<file path="src/rtl/core/ogs_pkg.sv">
// Package of the occupancy grid core: types, codes, defaults and the sine table.
package ogs_pkg;

  localparam int DEF_MAX_COLS     = 64;
  localparam int DEF_MAX_ROWS     = 64;
  localparam int DEF_STAMP_RADIUS = 2;

  // Signed width of a grid coordinate after the polar conversion.
  localparam int CW = 21;

  localparam logic [6:0]  RST_GRID_WIDTH  = 7'd64;
  localparam logic [6:0]  RST_GRID_HEIGHT = 7'd64;
  localparam logic [5:0]  RST_ORIGIN_COL  = 6'd32;
  localparam logic [5:0]  RST_ORIGIN_ROW  = 6'd32;
  localparam logic [15:0] RST_CPM         = 16'd2560;
  localparam logic [23:0] RST_DECAY       = 24'd5000;
  localparam logic [23:0] TICK_MAX        = 24'hFFFFFF;

  typedef enum logic [2:0] {
    CFG_GRID_WIDTH  = 3'd0,
    CFG_GRID_HEIGHT = 3'd1,
    CFG_ORIGIN_COL  = 3'd2,
    CFG_ORIGIN_ROW  = 3'd3,
    CFG_CPM         = 3'd4,
    CFG_DECAY       = 3'd5
  } cfg_idx_t;

  typedef enum logic [1:0] {
    MODE_TICK  = 2'd0,
    MODE_STAMP = 2'd1,
    MODE_QUERY = 2'd2,
    MODE_NONE  = 2'd3
  } mode_t;

  typedef enum logic [3:0] {
    ST_CLEAR,
    ST_IDLE,
    ST_TICK,
    ST_ECHO,
    ST_MUL1,
    ST_MUL2,
    ST_COORD,
    ST_CHECK,
    ST_ROW,
    ST_RMW,
    ST_QRD,
    ST_QVAL,
    ST_DONE
  } state_t;

  typedef struct packed {
    logic capture;
    logic echo;
    logic axis;
    logic mul1;
    logic mul2;
    logic coord;
    logic stamp_init;
    logic ram_rd;
    logic ram_wr;
    logic row_next;
    logic clr_wr;
    logic tick;
    logic qrd;
    logic qval;
    logic res_load;
  } ogs_cmd_t;

  typedef struct packed {
    mode_t mode;
    logic  dist_zero;
    logic  in_bounds;
    logic  row_ok;
    logic  last_dr;
    logic  clr_last;
    logic  tick_clear;
  } ogs_status_t;

  localparam logic [15:0] QSINE [0:64] = '{
    16'd0,     16'd804,   16'd1608,  16'd2410,  16'd3212,  16'd4011,  16'd4808,
    16'd5602,  16'd6393,  16'd7179,  16'd7962,  16'd8739,  16'd9512,  16'd10278,
    16'd11039, 16'd11793, 16'd12539, 16'd13279, 16'd14010, 16'd14732, 16'd15446,
    16'd16151, 16'd16846, 16'd17530, 16'd18204, 16'd18868, 16'd19519, 16'd20159,
    16'd20787, 16'd21403, 16'd22005, 16'd22594, 16'd23170, 16'd23731, 16'd24279,
    16'd24811, 16'd25329, 16'd25832, 16'd26319, 16'd26790, 16'd27245, 16'd27683,
    16'd28105, 16'd28510, 16'd28898, 16'd29268, 16'd29621, 16'd29956, 16'd30273,
    16'd30571, 16'd30852, 16'd31113, 16'd31356, 16'd31580, 16'd31785, 16'd31971,
    16'd32137, 16'd32285, 16'd32412, 16'd32521, 16'd32609, 16'd32678, 16'd32728,
    16'd32757, 16'd32767
  };

  // Sine of one of 256 steps per turn, signed Q1.15 held in 17 bits.
  function automatic logic signed [16:0] sine_step(input logic [7:0] step);
    logic [6:0]  k;
    logic [15:0] mag;
    logic signed [16:0] v;
    k   = {1'b0, step[5:0]};
    mag = step[6] ? QSINE[7'd64 - k] : QSINE[k];
    v   = $signed({1'b0, mag});
    return step[7] ? -v : v;
  endfunction

endpackage

</file>
<file path="src/rtl/core/ogs_ctrl.sv">
// Sequencing state machine of the occupancy grid core.
module ogs_ctrl
  import ogs_pkg::*;
(
  input  logic        clk,
  input  logic        rst,
  input  logic        in_valid,
  output logic        in_stall,
  output logic        out_valid,
  input  logic        out_stall,
  input  ogs_status_t sts,
  output ogs_cmd_t    cmd
);

  state_t state, state_next;
  logic   echo, echo_next;
  logic   axis, axis_next;
  logic   pending, pending_next;
  logic   out_valid_next;

  always_ff @(posedge clk) begin
    if (rst) begin
      state     <= ST_CLEAR;
      echo      <= 1'b0;
      axis      <= 1'b0;
      pending   <= 1'b0;
      out_valid <= 1'b0;
    end else begin
      state     <= state_next;
      echo      <= echo_next;
      axis      <= axis_next;
      pending   <= pending_next;
      out_valid <= out_valid_next;
    end
  end

  always_comb begin
    state_next     = state;
    echo_next      = echo;
    axis_next      = axis;
    pending_next   = pending;
    out_valid_next = out_valid && out_stall;
    cmd            = '0;
    cmd.echo       = echo;
    cmd.axis       = axis;
    in_stall       = 1'b1;
    case (state)
      ST_CLEAR: begin
        cmd.clr_wr = 1'b1;
        if (sts.clr_last) begin
          state_next = pending ? ST_DONE : ST_IDLE;
        end
      end
      ST_IDLE: begin
        in_stall = 1'b0;
        if (in_valid) begin
          cmd.capture  = 1'b1;
          pending_next = 1'b1;
          echo_next    = 1'b0;
          axis_next    = 1'b0;
          case (sts.mode)
            MODE_TICK:  state_next = ST_TICK;
            MODE_STAMP: state_next = ST_ECHO;
            MODE_QUERY: state_next = ST_QRD;
            default:    state_next = ST_DONE;
          endcase
        end
      end
      ST_TICK: begin
        cmd.tick   = 1'b1;
        state_next = sts.tick_clear ? ST_CLEAR : ST_DONE;
      end
      ST_ECHO: begin
        axis_next = 1'b0;
        if (!sts.dist_zero) begin
          state_next = ST_MUL1;
        end else if (echo) begin
          state_next = ST_DONE;
        end else begin
          echo_next = 1'b1;
        end
      end
      ST_MUL1: begin
        cmd.mul1   = 1'b1;
        state_next = ST_MUL2;
      end
      ST_MUL2: begin
        cmd.mul2   = 1'b1;
        state_next = ST_COORD;
      end
      ST_COORD: begin
        cmd.coord = 1'b1;
        if (!axis) begin
          axis_next  = 1'b1;
          state_next = ST_MUL1;
        end else begin
          state_next = ST_CHECK;
        end
      end
      ST_CHECK: begin
        if (sts.in_bounds) begin
          cmd.stamp_init = 1'b1;
          state_next     = ST_ROW;
        end else if (echo) begin
          state_next = ST_DONE;
        end else begin
          echo_next  = 1'b1;
          state_next = ST_ECHO;
        end
      end
      ST_ROW: begin
        if (sts.row_ok) begin
          cmd.ram_rd = 1'b1;
          state_next = ST_RMW;
        end else begin
          cmd.row_next = 1'b1;
          if (sts.last_dr) begin
            echo_next  = 1'b1;
            state_next = echo ? ST_DONE : ST_ECHO;
          end
        end
      end
      ST_RMW: begin
        cmd.ram_wr   = 1'b1;
        cmd.row_next = 1'b1;
        if (sts.last_dr) begin
          echo_next  = 1'b1;
          state_next = echo ? ST_DONE : ST_ECHO;
        end else begin
          state_next = ST_ROW;
        end
      end
      ST_QRD: begin
        cmd.qrd    = 1'b1;
        state_next = ST_QVAL;
      end
      ST_QVAL: begin
        cmd.qval   = 1'b1;
        state_next = ST_DONE;
      end
      ST_DONE: begin
        if (!out_valid || !out_stall) begin
          cmd.res_load   = 1'b1;
          out_valid_next = 1'b1;
          pending_next   = 1'b0;
          state_next     = ST_IDLE;
        end
      end
      default: begin
        state_next = ST_IDLE;
      end
    endcase
  end

endmodule

</file>
<file path="config.mk">
export PLATFORM = sky130hd
export DESIGN_NAME = ogs_ctrl
export DESIGN_NICKNAME = d
export VERILOG_FILES = /design/src/rtl/core/ogs_pkg.sv /design/src/rtl/core/ogs_ctrl.sv
export SDC_FILE = /design/constraint.sdc
export NUM_CORES = 1
export LEC_CHECK = 0
export BUFFER_PORTS_ARGS = -buffer_cell sky130_fd_sc_hd__buf_2
export CAP_MARGIN = 5
export CORE_UTILIZATION = 45
export CTS_CLUSTER_DIAMETER = 100
export DETAILED_ROUTE_END_ITERATION = 10
export GPL_TIMING_DRIVEN = 1
export PLACE_DENSITY = 0.76
export SKIP_LAST_GASP = 1
export SLEW_MARGIN = 15
export SYNTH_ARGS = -nofsm -noshare
export SYNTH_HDL_FRONTEND = slang
export SYNTH_SLANG_ARGS = --single-unit
</file>
<file path="constraint.sdc">
create_clock -name clk -period 2.2 [get_ports clk]
set_input_delay 0.11 -clock clk [delete_from_list [all_inputs] [get_ports clk]]
set_output_delay 0.11 -clock clk [all_outputs]
set_load 0.005 [all_outputs]
</file>
# After elaboration in Yosys (flattened, before gate mapping)
# Index checks and enable logic that the tools add are counted.
# word_totals
ff_bits,8
out_inout_bits,17
# op_classes
n_eq_ne,22
n_mux,46
n_reduce_logical,13
# op_table
op,n
one-hot mux 4 bit (13 select lines),1
2-to-1 mux 4 bit,12
2-to-1 mux 1 bit,27
"equality test 4 bit, second input constant",5
"equality test 4 x 3 -> 1 bit, second input constant",4
"!= test 2 bit, second input constant",6
one-hot mux 4 bit (3 select lines),1
AND reduction 5 bit,2
"equality test 4 x 2 -> 1 bit, second input constant",2
"!= test 3 bit, second input constant",2
one-hot mux 1 bit (5 select lines),1
nonzero test 5 bit,1
"equality test 4 x 1 -> 1 bit, second input constant",1
logical NOT 4 bit,1
one-hot mux 1 bit (2 select lines),2
one-hot mux 1 bit (3 select lines),1
AND reduction 3 bit,1
nonzero test 3 bit,1
"equality test 2 x 1 -> 1 bit, second input constant",1
"equality test 2 bit, second input constant",1
logical NOT 1 bit,2
logical NOT 2 bit,1
2-to-1 mux 2 bit,1
AND reduction 2 bit,1
other kinds (3),3

# Depth between registers and ports, before layout
# Gate-level depths: netlist of the first run.
# logic_depth
word_depth,4
depth_mapped,7

# Worst setup path after synthesis of the first run
# No wires, ideal clock.
# synth_timing
path_kind,register to register
startpoint,register state[1]
endpoint,register state[3]
setup_ns,0.132
arrival_ns,1.510
required_time_ns,2.068
slack_ns,0.558
path_stages_with_launch,7
period_less_slack_ns,1.642
path_cell_list,dfxtp_1 -> buf_6 -> or4b_4 -> o32ai_4 -> a31oi_1 -> a31oi_1 -> a211oi_1
# synth_via
elab_chain_len,3
# synth_lines
item,line,source
from (decl),ogs_ctrl.sv:15,"state_t state, state_next;"
from (signal assigned),ogs_ctrl.sv:29,state <= state_next;
equality test 4 x 2 -> 1 bit (tied with other cells),ogs_ctrl.sv:47,case (state)
!= test 3 bit (no source line) / != test 2 bit (equally long branches),--,
AND reduction 5 bit (no source line),--,
# Parallel ways exist; a longest one is shown, timed or not.
# A chain may end at the register's enable or synchronous reset.

# Worst setup path in the final report of the first run
# layout_timing
startpoint,register state[0]
endpoint,register state[1]
# The elaborated chain is that of the path after synthesis.

==> load_flow_metrics.sql, run 1 <==
INSERT INTO impl_metrics (metric_group, metric, value, unit) VALUES
('status', 'status', 'finished clean', ''),
('drt', 'route.detailed.drc', '0', ''),
('drt', 'ant_nets', '0', ''),
('cts', 'clock_tree_from_tritoncts', 'yes', ''),
('logic_synthesis', 'synth.area.mux_share', '3.92', '%'),
('cts', 'post_cts_resized', '0', ''),
('drt', 'detail_route.iter0.violations', '44', ''),
('cts', 'path_clk_slew', '0.06', 'ns'),
('floorplanning', 'fp.dieArea', '0.00202', 'mm2'),
('cts', 'post-cts-setup-buffer-count', '0', ''),
('cells_and_area', 'seqCellArea', '160', 'um2'),
('timing', 'fin_tns_setup', '0', 'ns'),
('pwr', 'pwr_density_cell', '1050', 'mW/mm2'),
('grt', 'total_track_usage', '24.8', '%'),
('cts', 'htreeDepth', '1', ''),
('setup_path', 'cp_cell_sequence', 'nand2b_1 -> nor4_1 -> a311oi_1 -> a311oi_2', ''),
('timing', 'worst-slew-pin-transition', '0.715', 'ns'),
('place', 'gp_congestion', '0.860', ''),
('logic_synthesis', 'seq_area_frac_synth', '19.3', '%'),
('timing', 'final.min_clock_period', '2.00', 'ns'),
('setup_path', 'critPathCaptureType', 'flop', ''),
('timing', 'fmax', '501', 'MHz'),
('grt', 'grt_start_max_net_pins', '20', ''),
('floorplanning', 'start_util', '48.0', '%'),
('cts', 'clock_path_buffers', '2', ''),
('pwr', 'cellLeakagePower', '0.435', 'nW'),
('logic_synthesis', 'synth_xor_area_share', '0', '%'),
('logic_synthesis', 'ys.warnings.count', '0', ''),
('setup_path', 'cp_slowest_stage_delay', '0.71', 'ns'),
('logic_synthesis', 'post_synth_fa_ha_maj_area_fraction', '0', '%'),
('pwr', 'vdd_ir_drop_max', '0.000542', 'V'),
('grt', 'grt_remaining_overflow', '0', ''),
('logic_synthesis', 'synth_cells', '122', ''),
('logic_synthesis', 'largest_family_of_logic_cells_by_synthesized_area', 'simple AND/OR/NAND/NOR gates', ''),
('drt', 'routed-via-count', '1016', ''),
('timing', 'period_share', '90.7', '%'),
('flow_run', 'max_cap_viol_count', '0', ''),
('floorplanning', 'die_w', '44.9', 'um'),
('floorplanning', 'floorplan_die_height', '44.9', 'um'),
('place', 'place.port_buffers', '28', ''),
('timing', 'hold_viol_final', '0', ''),
('worst_hold_path', 'hold_class', 'input port to flop', ''),
('setup_path', 'worstPathArrival', '2.16', 'ns'),
('drt', 'detail_route.wl_per_cell', '14.1', 'um'),
('logic_synthesis', 'postSynthAreaPerCell', '6.80', 'um2'),
('timing', 'maxSlewHeadroom', '51.9', '%'),
('drt', 'postRouteWirelength', '2390', 'um'),
('cells_and_area', 'area_growth_from_synthesis_to_layout', '18.4', '%'),
('drt', 'via_per_inst', '6.01', ''),
('logic_synthesis', 'complex_gate_fraction_of_the_synthesized_area', '26.2', '%'),
('place', 'detailed_place_hpwl', '1780', 'um'),
('grt', 'antenna_found_initial', '0', ''),
('cells_and_area', 'layout.nets', '158', ''),
('cts', 'hold_buffers', '0', ''),
('cells_and_area', 'num-fill-cells', '180', ''),
('logic_synthesis', 'ys_types', '35', ''),
('setup_path', 'cpMaxStageDelayCell', 'sky130_fd_sc_hd__dfxtp_1', ''),
('logic_synthesis', 'mappedNetlistNets', '134', ''),
('logic_synthesis', 'yosys.area_share.simple', '38.3', '%'),
('cells_and_area', 'final_common_cell', 'sky130_fd_sc_hd__buf_2', ''),
('cells_and_area', 'layout.cells.most_common_list', 'sky130_fd_sc_hd__buf_2 (28), sky130_fd_sc_hd__nor2_1 (15), sky130_fd_sc_hd__nand2_1 (11)', ''),
('floorplanning', 'core', '0.00173', 'mm2'),
('setup_path', 'worst-path-max-fanout', '19', ''),
('cts', 'clock-sinks', '8', ''),
('setup_path', 'crit_required', '2.37', 'ns'),
('grt', 'via_count_of_the_first_global_routing_pass', '801', ''),
('setup_path', 'critical_path_class', 'flop to flop', ''),
('cts', 'clk_root_buffer_cell', 'sky130_fd_sc_hd__clkbuf_4', ''),
('cells_and_area', 'diodes', '0', ''),
('grt', 'grt_first_pass_wirelength', '3640', 'um'),
('timing', 'report.final.setup_viol', '0', '');
power breakdown:
group | internal, mW | switching (mW) | leakage (nW)
logic | 0.276 | 0.336 | 0.356
registers | 0.183 | 0.115 | 0.0651
clock network | 0.0627 | 0.0540 | 0.0138
total | 0.522 | 0.505 | 0.435
sequential cells by signal (all words and copies together), names as in the netlist:
name       flops
out_valid      1
state          4
axis           1
echo           1
pending        1
routing by layer:
layer	track usage, %	share of wire [%]	wire, um	vias to the layer above
met1	33.3	40	955	453
met2	39.7	48	1160	76
li1	-	-	-	480
met3	3.20	10	244	7
met4	10.3	1.5	35	0
met5	0	0	0	-
synth_stat cells:
master,instances,area (um2)
sky130_fd_sc_hd__nor2_1,15,56.3
sky130_fd_sc_hd__nand2_1,11,41.3
sky130_fd_sc_hd__a21oi_1,9,45.0
sky130_fd_sc_hd__dfxtp_1,8,160
sky130_fd_sc_hd__inv_1,8,30.0
sky130_fd_sc_hd__nand2b_1,8,50.1
sky130_fd_sc_hd__a31oi_1,6,37.5
sky130_fd_sc_hd__nor3_1,6,30.0
sky130_fd_sc_hd__o21ai_0,5,25.0
sky130_fd_sc_hd__and3_1,4,25.0
sky130_fd_sc_hd__clkbuf_1,4,15.0
sky130_fd_sc_hd__buf_2,3,15.0
sky130_fd_sc_hd__buf_4,3,22.5
sky130_fd_sc_hd__nor2b_1,3,18.8
sky130_fd_sc_hd__nor4_1,3,18.8
sky130_fd_sc_hd__a211oi_1,2,15.0
sky130_fd_sc_hd__buf_1,2,7.51
sky130_fd_sc_hd__mux2_2,2,22.5
sky130_fd_sc_hd__nand4bb_1,2,22.5
sky130_fd_sc_hd__o22ai_1,2,12.5
sky130_fd_sc_hd__or3_1,2,12.5
sky130_fd_sc_hd__a22oi_1,1,7.51
sky130_fd_sc_hd__a311oi_1,1,8.76
sky130_fd_sc_hd__a311oi_2,1,15.0
sky130_fd_sc_hd__buf_6,1,11.3
sky130_fd_sc_hd__mux2i_1,1,10.0
sky130_fd_sc_hd__nand3b_1,1,7.51
sky130_fd_sc_hd__nand4_1,1,6.26
sky130_fd_sc_hd__nand4b_1,1,8.76
sky130_fd_sc_hd__o211ai_1,1,7.51
sky130_fd_sc_hd__o21bai_1,1,7.51
sky130_fd_sc_hd__o32ai_4,1,27.5
sky130_fd_sc_hd__o41ai_1,1,8.76
sky130_fd_sc_hd__or2_2,1,6.26
sky130_fd_sc_hd__or4b_4,1,13.8
worst paths after layout:
check | from | endpoint | slack, ns | cells past startpoint
worst min-delay path | rst | axis$_SDFFE_PP0P_ | 0.16 | 2
worst max-delay path | state[0]$_SDFFE_PP0P_ | state[1]$_SDFFE_PP0P_ | 0.20 | 4
worst max register to register | state[0]$_SDFFE_PP0P_ | state[1]$_SDFFE_PP0P_ | 0.20 | 4
worst min register to register | pending$_SDFFE_PP0P_ | pending$_SDFFE_PP0P_ | 0.53 | 2
worst max-delay path: cells and delay by family (launching register included):
kind	cells	cell delay [ns]
flip-flops	1	0.71
AO/OA/AOI/OAI	2	0.41
AND/OR/NAND/NOR	2	0.78
area by class of cell:
type,instances,area share (%)
Timing Repair Buffer,32,17.3
Tap cell,25,3.18
Clock buffer,3,2.29
Sequential cell,8,16.3
Multi-Input combinational cell,93,57.8
Inverter,8,3.06
cell families after synthesis:
kind of cell,count (synthesis)
AND/OR/NAND/NOR,59
AO/OA/AOI/OAI,31
buffers and inverters,21
flip-flops,8
multiplexers,3
through the flow:
stage,area (um2),hold slack [ns],setup slack [ns],power (mW),cells
2_1_floorplan,830,0.291,0.558,0.716,122
3_3_place_gp,960,0.403,0.430,0.879,166
3_5_place_dp,960,0.419,0.322,0.895,166
4_1_cts,982,0.153,0.277,1.01,169
5_1_grt,982,0.153,0.121,1.10,169
6_report,982,0.162,0.205,1.03,169
(Power assumes the default switching activity.)
==> inputs of run 2 (changes only) <==
--- a/config.mk
+++ b/config.mk
@@ -5,6 +5,7 @@
 export SDC_FILE = /design/constraint.sdc
 export NUM_CORES = 1
 export LEC_CHECK = 0
+export ABC_AREA = 1
 export BUFFER_PORTS_ARGS = -buffer_cell sky130_fd_sc_hd__buf_2
 export CAP_MARGIN = 5
 export CORE_UTILIZATION = 45
==> run 2 against run 1 <==
Combinational power rose by 28%. Utilization rose by 0.87 points. Critical path depth rose by 2. Sequential power fell by 15%. First-iteration DRC count rose by 36%. Non-clock buffer count fell by 4. Power rose by 12%. Largest power group unchanged. Clock power fell by 4%. Routed wire length fell by 1.8%. Fmax rose by 23%. Synthesized area rose by 0.15%.
==> load_flow_metrics.sql, run 2 <==
INSERT INTO impl_metrics (metric_group, metric, value, unit) VALUES
('setup_path', 'cp_cell_sequence', 'inv_1 -> nand2_1 -> nor2_1 -> nand2_1 -> nand2_1 -> buf_2', ''),
('logic_synthesis', 'postSynth.asyncResetShare', '0', '%'),
('setup_path', 'cp_slowest_stage_delay', '0.37', 'ns'),
('pwr', 'vdd_ir_drop_max', '0.000707', 'V'),
('cts', 'post-cts-setup-buffer-count', '0', ''),
('cells_and_area', 'layout.nets', '205', ''),
('logic_synthesis', 'netlist_area', '831', 'um2'),
('cells_and_area', 'largest_register_ffs', '4', ''),
('drt', 'dr.pass1.iters', '4', ''),
('logic_synthesis', 'postSynthAreaPerCell', '5.07', 'um2'),
('drt', 'routed-via-count', '1089', ''),
('setup_path', 'setup.reg_to_reg.worst_slack', '0.66', 'ns'),
('setup_path', 'critical-path-top-cell-by-count', 'sky130_fd_sc_hd__nand2_1', ''),
('logic_synthesis', 'mappedNetlistNets', '176', ''),
('place', 'detailed_place_hpwl', '1980', 'um'),
('grt', 'grt_start_max_net_pins', '11', ''),
('worst_hold_path', 'hold_class', 'input port to flop', ''),
('cells_and_area', 'post_route_cells_drive_above_1_share', '19.9', '%'),
('grt', 'antenna_found_initial', '0', ''),
('pwr', 'finalPower', '1.15', 'mW'),
('floorplanning', 'io-pin-count', '29', ''),
('cells_and_area', 'layout.cells.most_common_list', 'sky130_fd_sc_hd__nand2_1 (49), sky130_fd_sc_hd__nor2_1 (33), sky130_fd_sc_hd__inv_1 (29)', ''),
('drt', 'route.detailed.drc', '0', ''),
('cts', 'tritoncts.num_buffers', '3', ''),
('timing', 'drv_slew', '0', ''),
('grt', 'via_count_of_the_first_global_routing_pass', '857', ''),
('grt', 'total_track_usage', '23.9', '%'),
('cts', 'clock_tree_from_tritoncts', 'yes', ''),
('place', 'gp_congestion', '1.05', ''),
('timing', 'fin_tns_setup', '0', 'ns'),
('floorplanning', 'floorplan_die_height', '45.0', 'um'),
('pwr', 'pwr_density_cell', '1150', 'mW/mm2'),
('setup_path', 'critPathCaptureType', 'primary output', ''),
('cts', 'htreeDepth', '1', ''),
('grt', 'grt_remaining_overflow', '0', ''),
('cells_and_area', 'final_common_cell', 'sky130_fd_sc_hd__nand2_1', ''),
('logic_synthesis', 'seq_area_frac_synth', '19.3', '%'),
('cells_and_area', 'cell_area_after_layout', '997', 'um2'),
('setup_path', 'critical_path_class', 'flop to primary output', ''),
('flow_run', 'max_cap_viol_count', '0', ''),
('logic_synthesis', 'yosysTopAreaCellShare', '22.1', '%'),
('timing', 'unrepaired_setup_endpoints_after_global_routing', 'false', ''),
('logic_synthesis', 'synth_cells', '164', ''),
('timing', 'clock-skew-final', '0.00103', 'ns'),
('drt', 'detail_route.iter0.violations', '60', ''),
('cts', 'hold_buffers', '0', ''),
('cells_and_area', 'final-instance-count-excl-fill', '216', ''),
('cells_and_area', 'area_growth_from_synthesis_to_layout', '20.0', '%'),
('cts', 'clock-sinks', '8', ''),
('logic_synthesis', 'ys_types', '15', ''),
('logic_synthesis', 'synth.top_cells.by_count', 'sky130_fd_sc_hd__nand2_1 (49), sky130_fd_sc_hd__nor2_1 (33), sky130_fd_sc_hd__inv_1 (29)', ''),
('setup_path', 'crit_required', '2.09', 'ns'),
('logic_synthesis', 'ys_dominant_reg_cell', 'sky130_fd_sc_hd__dfxtp_1', ''),
('logic_synthesis', 'post_synth_edffs', '0', ''),
('logic_synthesis', 'seq_cells_post_synth', '8', ''),
('setup_path', 'worstPathArrival', '1.51', 'ns'),
('floorplanning', 'core', '0.00173', 'mm2'),
('floorplanning', 'die_w', '45.0', 'um'),
('drt', 'ant_nets', '0', ''),
('cts', 'clock_path_buffers', '2', ''),
('setup_path', 'timing.critical_path.from_type', 'flop', ''),
('timing', 'hold_viol_final', '0', ''),
('setup_path', 'cpMaxStageDelayCell', 'sky130_fd_sc_hd__dfxtp_1', ''),
('timing', 'final.min_clock_period', '1.62', 'ns'),
('logic_synthesis', 'synth_top_cell_by_area', 'sky130_fd_sc_hd__nand2_1', ''),
('grt', 'grt_first_pass_wirelength', '3510', 'um'),
('floorplanning', 'fp.dieArea', '0.00202', 'mm2'),
('timing', 'fmax', '618', 'MHz'),
('place', 'detailed_place.area', '975', 'um2'),
('cells_and_area', 'largest-register', 'state', ''),
('logic_synthesis', 'synth_top_cells_by_area', 'sky130_fd_sc_hd__nand2_1 (22%), sky130_fd_sc_hd__dfxtp_1 (19%), sky130_fd_sc_hd__nor2_1 (15%), sky130_fd_sc_hd__inv_1 (13%), sky130_fd_sc_hd__nand3_1 (7.8%)', ''),
('cts', 'post_cts_resized', '0', ''),
('timing', 'period_share', '73.6', '%'),
('cts', 'clkLatencyLatePin', '0.25', 'ns'),
('cts', 'clk_root_buffer_cell', 'sky130_fd_sc_hd__clkbuf_4', ''),
('drt', 'via_per_inst', '5.04', ''),
('status', 'status', 'finished clean', ''),
('floorplanning', 'std_cell_rows', '15', ''),
('pwr', 'cellLeakagePower', '0.625', 'nW'),
('cts', 'path_clk_slew', '0.05', 'ns'),
('timing', 'maxSlewHeadroom', '70.0', '%'),
('timing', 'worst-slew-pin-transition', '0.449', 'ns'),
('cells_and_area', 'finish.utilization', '57.8', '%'),
('logic_synthesis', 'ys.warnings.count', '0', ''),
('timing', 'report.final.setup_viol', '0', ''),
('place', 'count_of_placed_standard_cells_including_taps', '213', ''),
('place', 'place.port_buffers', '28', ''),
('setup_path', 'worst-path-max-fanout', '5', ''),
('logic_synthesis', 'synth.most_common_cell', 'sky130_fd_sc_hd__nand2_1', ''),
('drt', 'detail_route.wl_per_cell', '10.9', 'um'),
('cells_and_area', 'diodes', '0', ''),
('floorplanning', 'start_util', '48.1', '%'),
('drt', 'postRouteWirelength', '2350', 'um');
-- run 2: cell type report --
type                    count  area [um2]
inverters                  30         113
fillers                   199         729
well taps                  25        31.3
clock buffers               3        22.5
repair buffers             28         140
multi-input cells         122         531
flip-flops and latches      8         160
-- run 2: metrics by stage --
step | setup slack [ns] | hold WS [ns]
global route | 0.493 | 0.109
floorplan | 0.918 | 0.179
detailed placement | 0.701 | 0.375
global placement | 0.671 | 0.373
CTS | 0.608 | 0.104
finish | 0.581 | 0.106
-- run 2: report_power, final --
part	switching [mW]	internal, mW	total, mW
clock	0.0492	0.0624	0.112
sequential	0.0638	0.188	0.252
combinational	0.519	0.266	0.785
-- run 2: critical path, delay by kind of cell, from the launching register on --
family        cells  cell delay, ns
buf+inv           2            0.25
simple gates      4            0.64
flops             1            0.37
-- run 2: worst paths after layout --
kind | start | end | cells past startpoint
max | state[2]$_SDFFE_PP0P_ | cmd[5] | 6
min | rst | pending$_SDFFE_PP0P_ | 2
max reg2reg | state[2]$_SDFFE_PP0P_ | echo$_SDFFE_PP0P_ | 8
min reg2reg | out_valid$_SDFF_PP0_ | out_valid$_SDFF_PP0_ | 2
-- run 2: cell families (layout without fill, tap and decap cells) --
| family | Yosys count | count (layout) | synth area share [%] |
|---|---|---|---|
| simple gates | 107 | 107 | 54.8 |
| buf+inv | 34 | 61 | 16.9 |
| compound gates | 15 | 15 | 9.03 |
| flops | 8 | 8 | 19.3 |
-- run 2: layer usage --
layer	vias up	track usage [%]	wire, um
met3	7	2.40	149
met1	476	31.3	1000
li1	559	-	-
met4	0	9.09	44
met2	47	40.3	1150
met5	-	0	0
==> inputs of run 3 (changes only) <==
--- a/config.mk
+++ b/config.mk
@@ -8,11 +8,11 @@
 export ABC_AREA = 1
 export BUFFER_PORTS_ARGS = -buffer_cell sky130_fd_sc_hd__buf_2
 export CAP_MARGIN = 5
-export CORE_UTILIZATION = 45
+export CORE_UTILIZATION = 44
 export CTS_CLUSTER_DIAMETER = 100
 export DETAILED_ROUTE_END_ITERATION = 10
 export GPL_TIMING_DRIVEN = 1
-export PLACE_DENSITY = 0.76
+export PLACE_DENSITY = 0.78
 export SKIP_LAST_GASP = 1
 export SLEW_MARGIN = 15
 export SYNTH_ARGS = -nofsm -noshare
==> constraint.sdc (replaced) <==
create_clock -name clk -period 1.3 [get_ports clk]
set_input_delay 0.065 -clock clk [delete_from_list [all_inputs] [get_ports clk]]
set_output_delay 0.065 -clock clk [all_outputs]
set_load 0.005 [all_outputs]
==> run 3 against run 2 <==
The flow now finishes with violations (negative setup slack). Clock power up 75%. Highest routed layer unchanged. Non-clock buffer count up 31. Die area grew 2.2%. Largest power group unchanged. Routed wire length is 100% higher. Sequential cell count is the same.
==> load_flow_metrics.sql, run 3 (synthesized netlist as in run 2, its figures left out) <==
INSERT INTO impl_metrics (metric_group, metric, value, unit) VALUES
('cts', 'clock_path_buffers', '2', ''),
('cells_and_area', 'post_route_cells_drive_above_1_share', '53.2', '%'),
('floorplanning', 'die_w', '45.5', 'um'),
('setup_path', 'timing.critical_path.buf_inv', '3', ''),
('grt', 'antenna_found_initial', '0', ''),
('timing', 'final.min_clock_period', '1.48', 'ns'),
('pwr', 'cellLeakagePower', '0.863', 'nW'),
('drt', 'detail_route.wl_per_cell', '19.5', 'um'),
('timing', 'fmax', '675', 'MHz'),
('setup_path', 'cpMaxStageDelayCell', 'sky130_fd_sc_hd__dfxtp_4', ''),
('drt', 'route.detailed.drc', '0', ''),
('floorplanning', 'start_util', '47.6', '%'),
('pwr', 'power.sequential.fraction', '15.3', '%'),
('cts', 'hold_buffers', '0', ''),
('setup_path', 'worstPathArrival', '1.42', 'ns'),
('drt', 'detail_route.iter0.violations', '160', ''),
('grt', 'grt_first_pass_wirelength', '5020', 'um'),
('pwr', 'swShare', '54.1', '%'),
('flow_run', 'max_cap_viol_count', '0', ''),
('grt', 'grt_remaining_overflow', '0', ''),
('pwr', 'portion_of_total_power_attributed_to_combinational_logic', '79.3', '%'),
('cts', 'htreeDepth', '1', ''),
('cts', 'path_clk_slew', '0.06', 'ns'),
('setup_path', 'reg2regPathDepth', '7', ''),
('timing', 'report.final.setup_viol', '15', ''),
('pwr', 'p_sw', '1.98', 'mW'),
('status', 'status', 'finished, violations left', ''),
('grt', 'via_count_of_the_first_global_routing_pass', '1136', ''),
('cells_and_area', 'num-fill-cells', '88', ''),
('cells_and_area', 'largest_register_ffs', '4', ''),
('place', 'gp_congestion', '0.998', ''),
('status', 'violations_in_the_final_reports', 'negative setup slack', ''),
('cells_and_area', 'largest-register', 'state', ''),
('place', 'detailedPlace.worstSlack', '-0.133', 'ns'),
('pwr', 'vdd_ir_drop_max', '0.00205', 'V'),
('cells_and_area', 'final_common_cell', 'sky130_fd_sc_hd__nand2_1', ''),
('pwr', 'clock_power_share', '5.4', '%'),
('timing', 'maxSlewHeadroom', '85.6', '%'),
('timing', 'hold_ws', '0.0638', 'ns'),
('setup_path', 'worst-path-max-fanout', '7', ''),
('place', 'place.port_buffers', '28', ''),
('setup_path', 'cp_slowest_stage_delay', '0.40', 'ns'),
('setup_path', 'timing.critical_path.max_delay_family', 'flip-flops', ''),
('timing', 'drv_slew', '0', ''),
('setup_path', 'critical_path.startpoint', 'state[0]$_SDFFE_PP0P_', ''),
('setup_path', 'crit-reg2reg-launch', 'state[0]$_SDFFE_PP0P_', ''),
('cells_and_area', 'layout.nets', '236', ''),
('cts', 'clock_tree_from_tritoncts', 'yes', ''),
('timing', 'period_share', '114', '%'),
('setup_path', 'setup.reg_to_reg.worst_slack', '-0.16', 'ns'),
('drt', 'ant_nets', '0', ''),
('timing', 'worst-slew-pin-transition', '0.215', 'ns'),
('setup_path', 'critical_path_class', 'flop to primary output', ''),
('place', 'detailed_place_hpwl', '2300', 'um'),
('timing', 'hold_viol_final', '0', ''),
('cts', 'clkLatencyLatePin', '0.26', 'ns'),
('timing', 'setup_ws', '-0.182', 'ns'),
('pwr', 'pwr_density_cell', '2370', 'mW/mm2'),
('floorplanning', 'std_cell_rows', '15', ''),
('timing', 'fin_tns_setup', '-1.33', 'ns'),
('setup_path', 'reg2reg_to', 'echo$_SDFFE_PP0P_', ''),
('timing', 'unrepaired_setup_endpoints_after_global_routing', 'true', ''),
('floorplanning', 'core', '0.00175', 'mm2'),
('cts', 'tritoncts.num_buffers', '3', ''),
('cts', 'clk_root_buffer_cell', 'sky130_fd_sc_hd__clkbuf_4', ''),
('drt', 'dr.pass1.iters', '7', ''),
('cells_and_area', 'diodes', '0', ''),
('drt', 'routed-via-count', '1501', ''),
('setup_path', 'cp_cell_sequence', 'buf_6 -> nor2_4 -> inv_2 -> nor2_1 -> buf_2', ''),
('timing', 'clock-skew-final', '0.00198', 'ns'),
('cells_and_area', 'area_growth_from_synthesis_to_layout', '86.0', '%'),
('floorplanning', 'io-pin-count', '29', ''),
('grt', 'total_track_usage', '34.4', '%'),
('drt', 'via_per_inst', '6.08', ''),
('setup_path', 'crit_required', '1.24', 'ns'),
('grt', 'grt_start_max_net_pins', '8', ''),
('cells_and_area', 'finish.utilization', '88.5', '%'),
('floorplanning', 'fp.dieArea', '0.00207', 'mm2'),
('worst_hold_path', 'hold_class', 'input port to flop', ''),
('setup_path', 'crit_cells', '5', ''),
('floorplanning', 'floorplan_die_height', '45.5', 'um'),
('setup_path', 'critPathCaptureType', 'primary output', ''),
('setup_path', 'timing.critical_path.from_type', 'flop', ''),
('setup_path', 'setup_crit_end', 'cmd[3]', ''),
('cells_and_area', 'layout.cells.most_common_list', 'sky130_fd_sc_hd__nand2_1 (31), sky130_fd_sc_hd__buf_2 (26), sky130_fd_sc_hd__nor2_1 (21)', ''),
('drt', 'postRouteWirelength', '4810', 'um'),
('cts', 'clock-sinks', '8', ''),
('pwr', 'cellInternalPower', '1.68', 'mW');
## run 3: cell types whose count changed in the layout (fill, tap and decap cells not counted), sizes merged
cell  before  now
buf       28   59
## run 3: power by group through the flow
stage / combinational (mW) / sequential [mW] / clock, mW
2_1_floorplan: 0.984 / 0.384 / 0
3_3_place_gp: 1.77 / 0.417 / 0
3_5_place_dp: 1.80 / 0.422 / 0
4_1_cts: 2.10 / 0.478 / 0.197
5_1_grt: 3.06 / 0.561 / 0.209
6_report: 2.91 / 0.562 / 0.196
## run 3: worst min path at each step
| stage | slack, ns | cells past startpoint | endpoint | from |
|---|---|---|---|---|
| 4_1_cts | 0.06 | 2 | state[2]$_SDFFE_PP0P_ | rst |
| 6_report | 0.06 | 2 | state[2]$_SDFFE_PP0P_ | rst |
| 5_1_grt | 0.05 | 2 | state[2]$_SDFFE_PP0P_ | rst |
| 3_3_place_gp | 0.32 | 2 | pending$_SDFFE_PP0P_ | rst |
| 3_5_place_dp | 0.33 | 2 | pending$_SDFFE_PP0P_ | rst |
| 2_1_floorplan | 0.13 | 1 | out_valid$_SDFF_PP0_ | rst |
## run 3: final cells by class
| class | instances | area, um2 | area share (%) |
|---|---|---|---|
| Inverter | 30 | 135 | 8.74 |
| Clock buffer | 3 | 22.5 | 1.46 |
| Timing Repair Buffer | 59 | 434 | 28.1 |
| Tap cell | 25 | 31.3 | 2.02 |
| Multi-Input combinational cell | 122 | 746 | 48.3 |
| Sequential cell | 8 | 176 | 11.4 |
## run 3: per-layer routing
| layer | GRT usage, % | routed length (um) |
|---|---|---|
| met1 | 45.5 | 1600 |
| met4 | 17.6 | 408 |
| met2 | 54.9 | 2160 |
| met3 | 3.57 | 630 |
| met5 | 0 | 0 |
## run 3: what timing repair did
action                     CTS  global route
buffers inserted             2             4
pin swaps                    7            28
setup endpoints to repair   19            17
gates cloned                 0             0
resized for setup           38            65
## run 3: per-stage QoR
step                      total power [mW]  instances  area (um2)
final                                 3.67        247        1550
after global routing                  3.83        247        1550
after CTS                             2.77        243        1310
after detailed placement              2.22        239        1170
after global placement                2.18        239        1170
after floorplan                       1.37        164         831
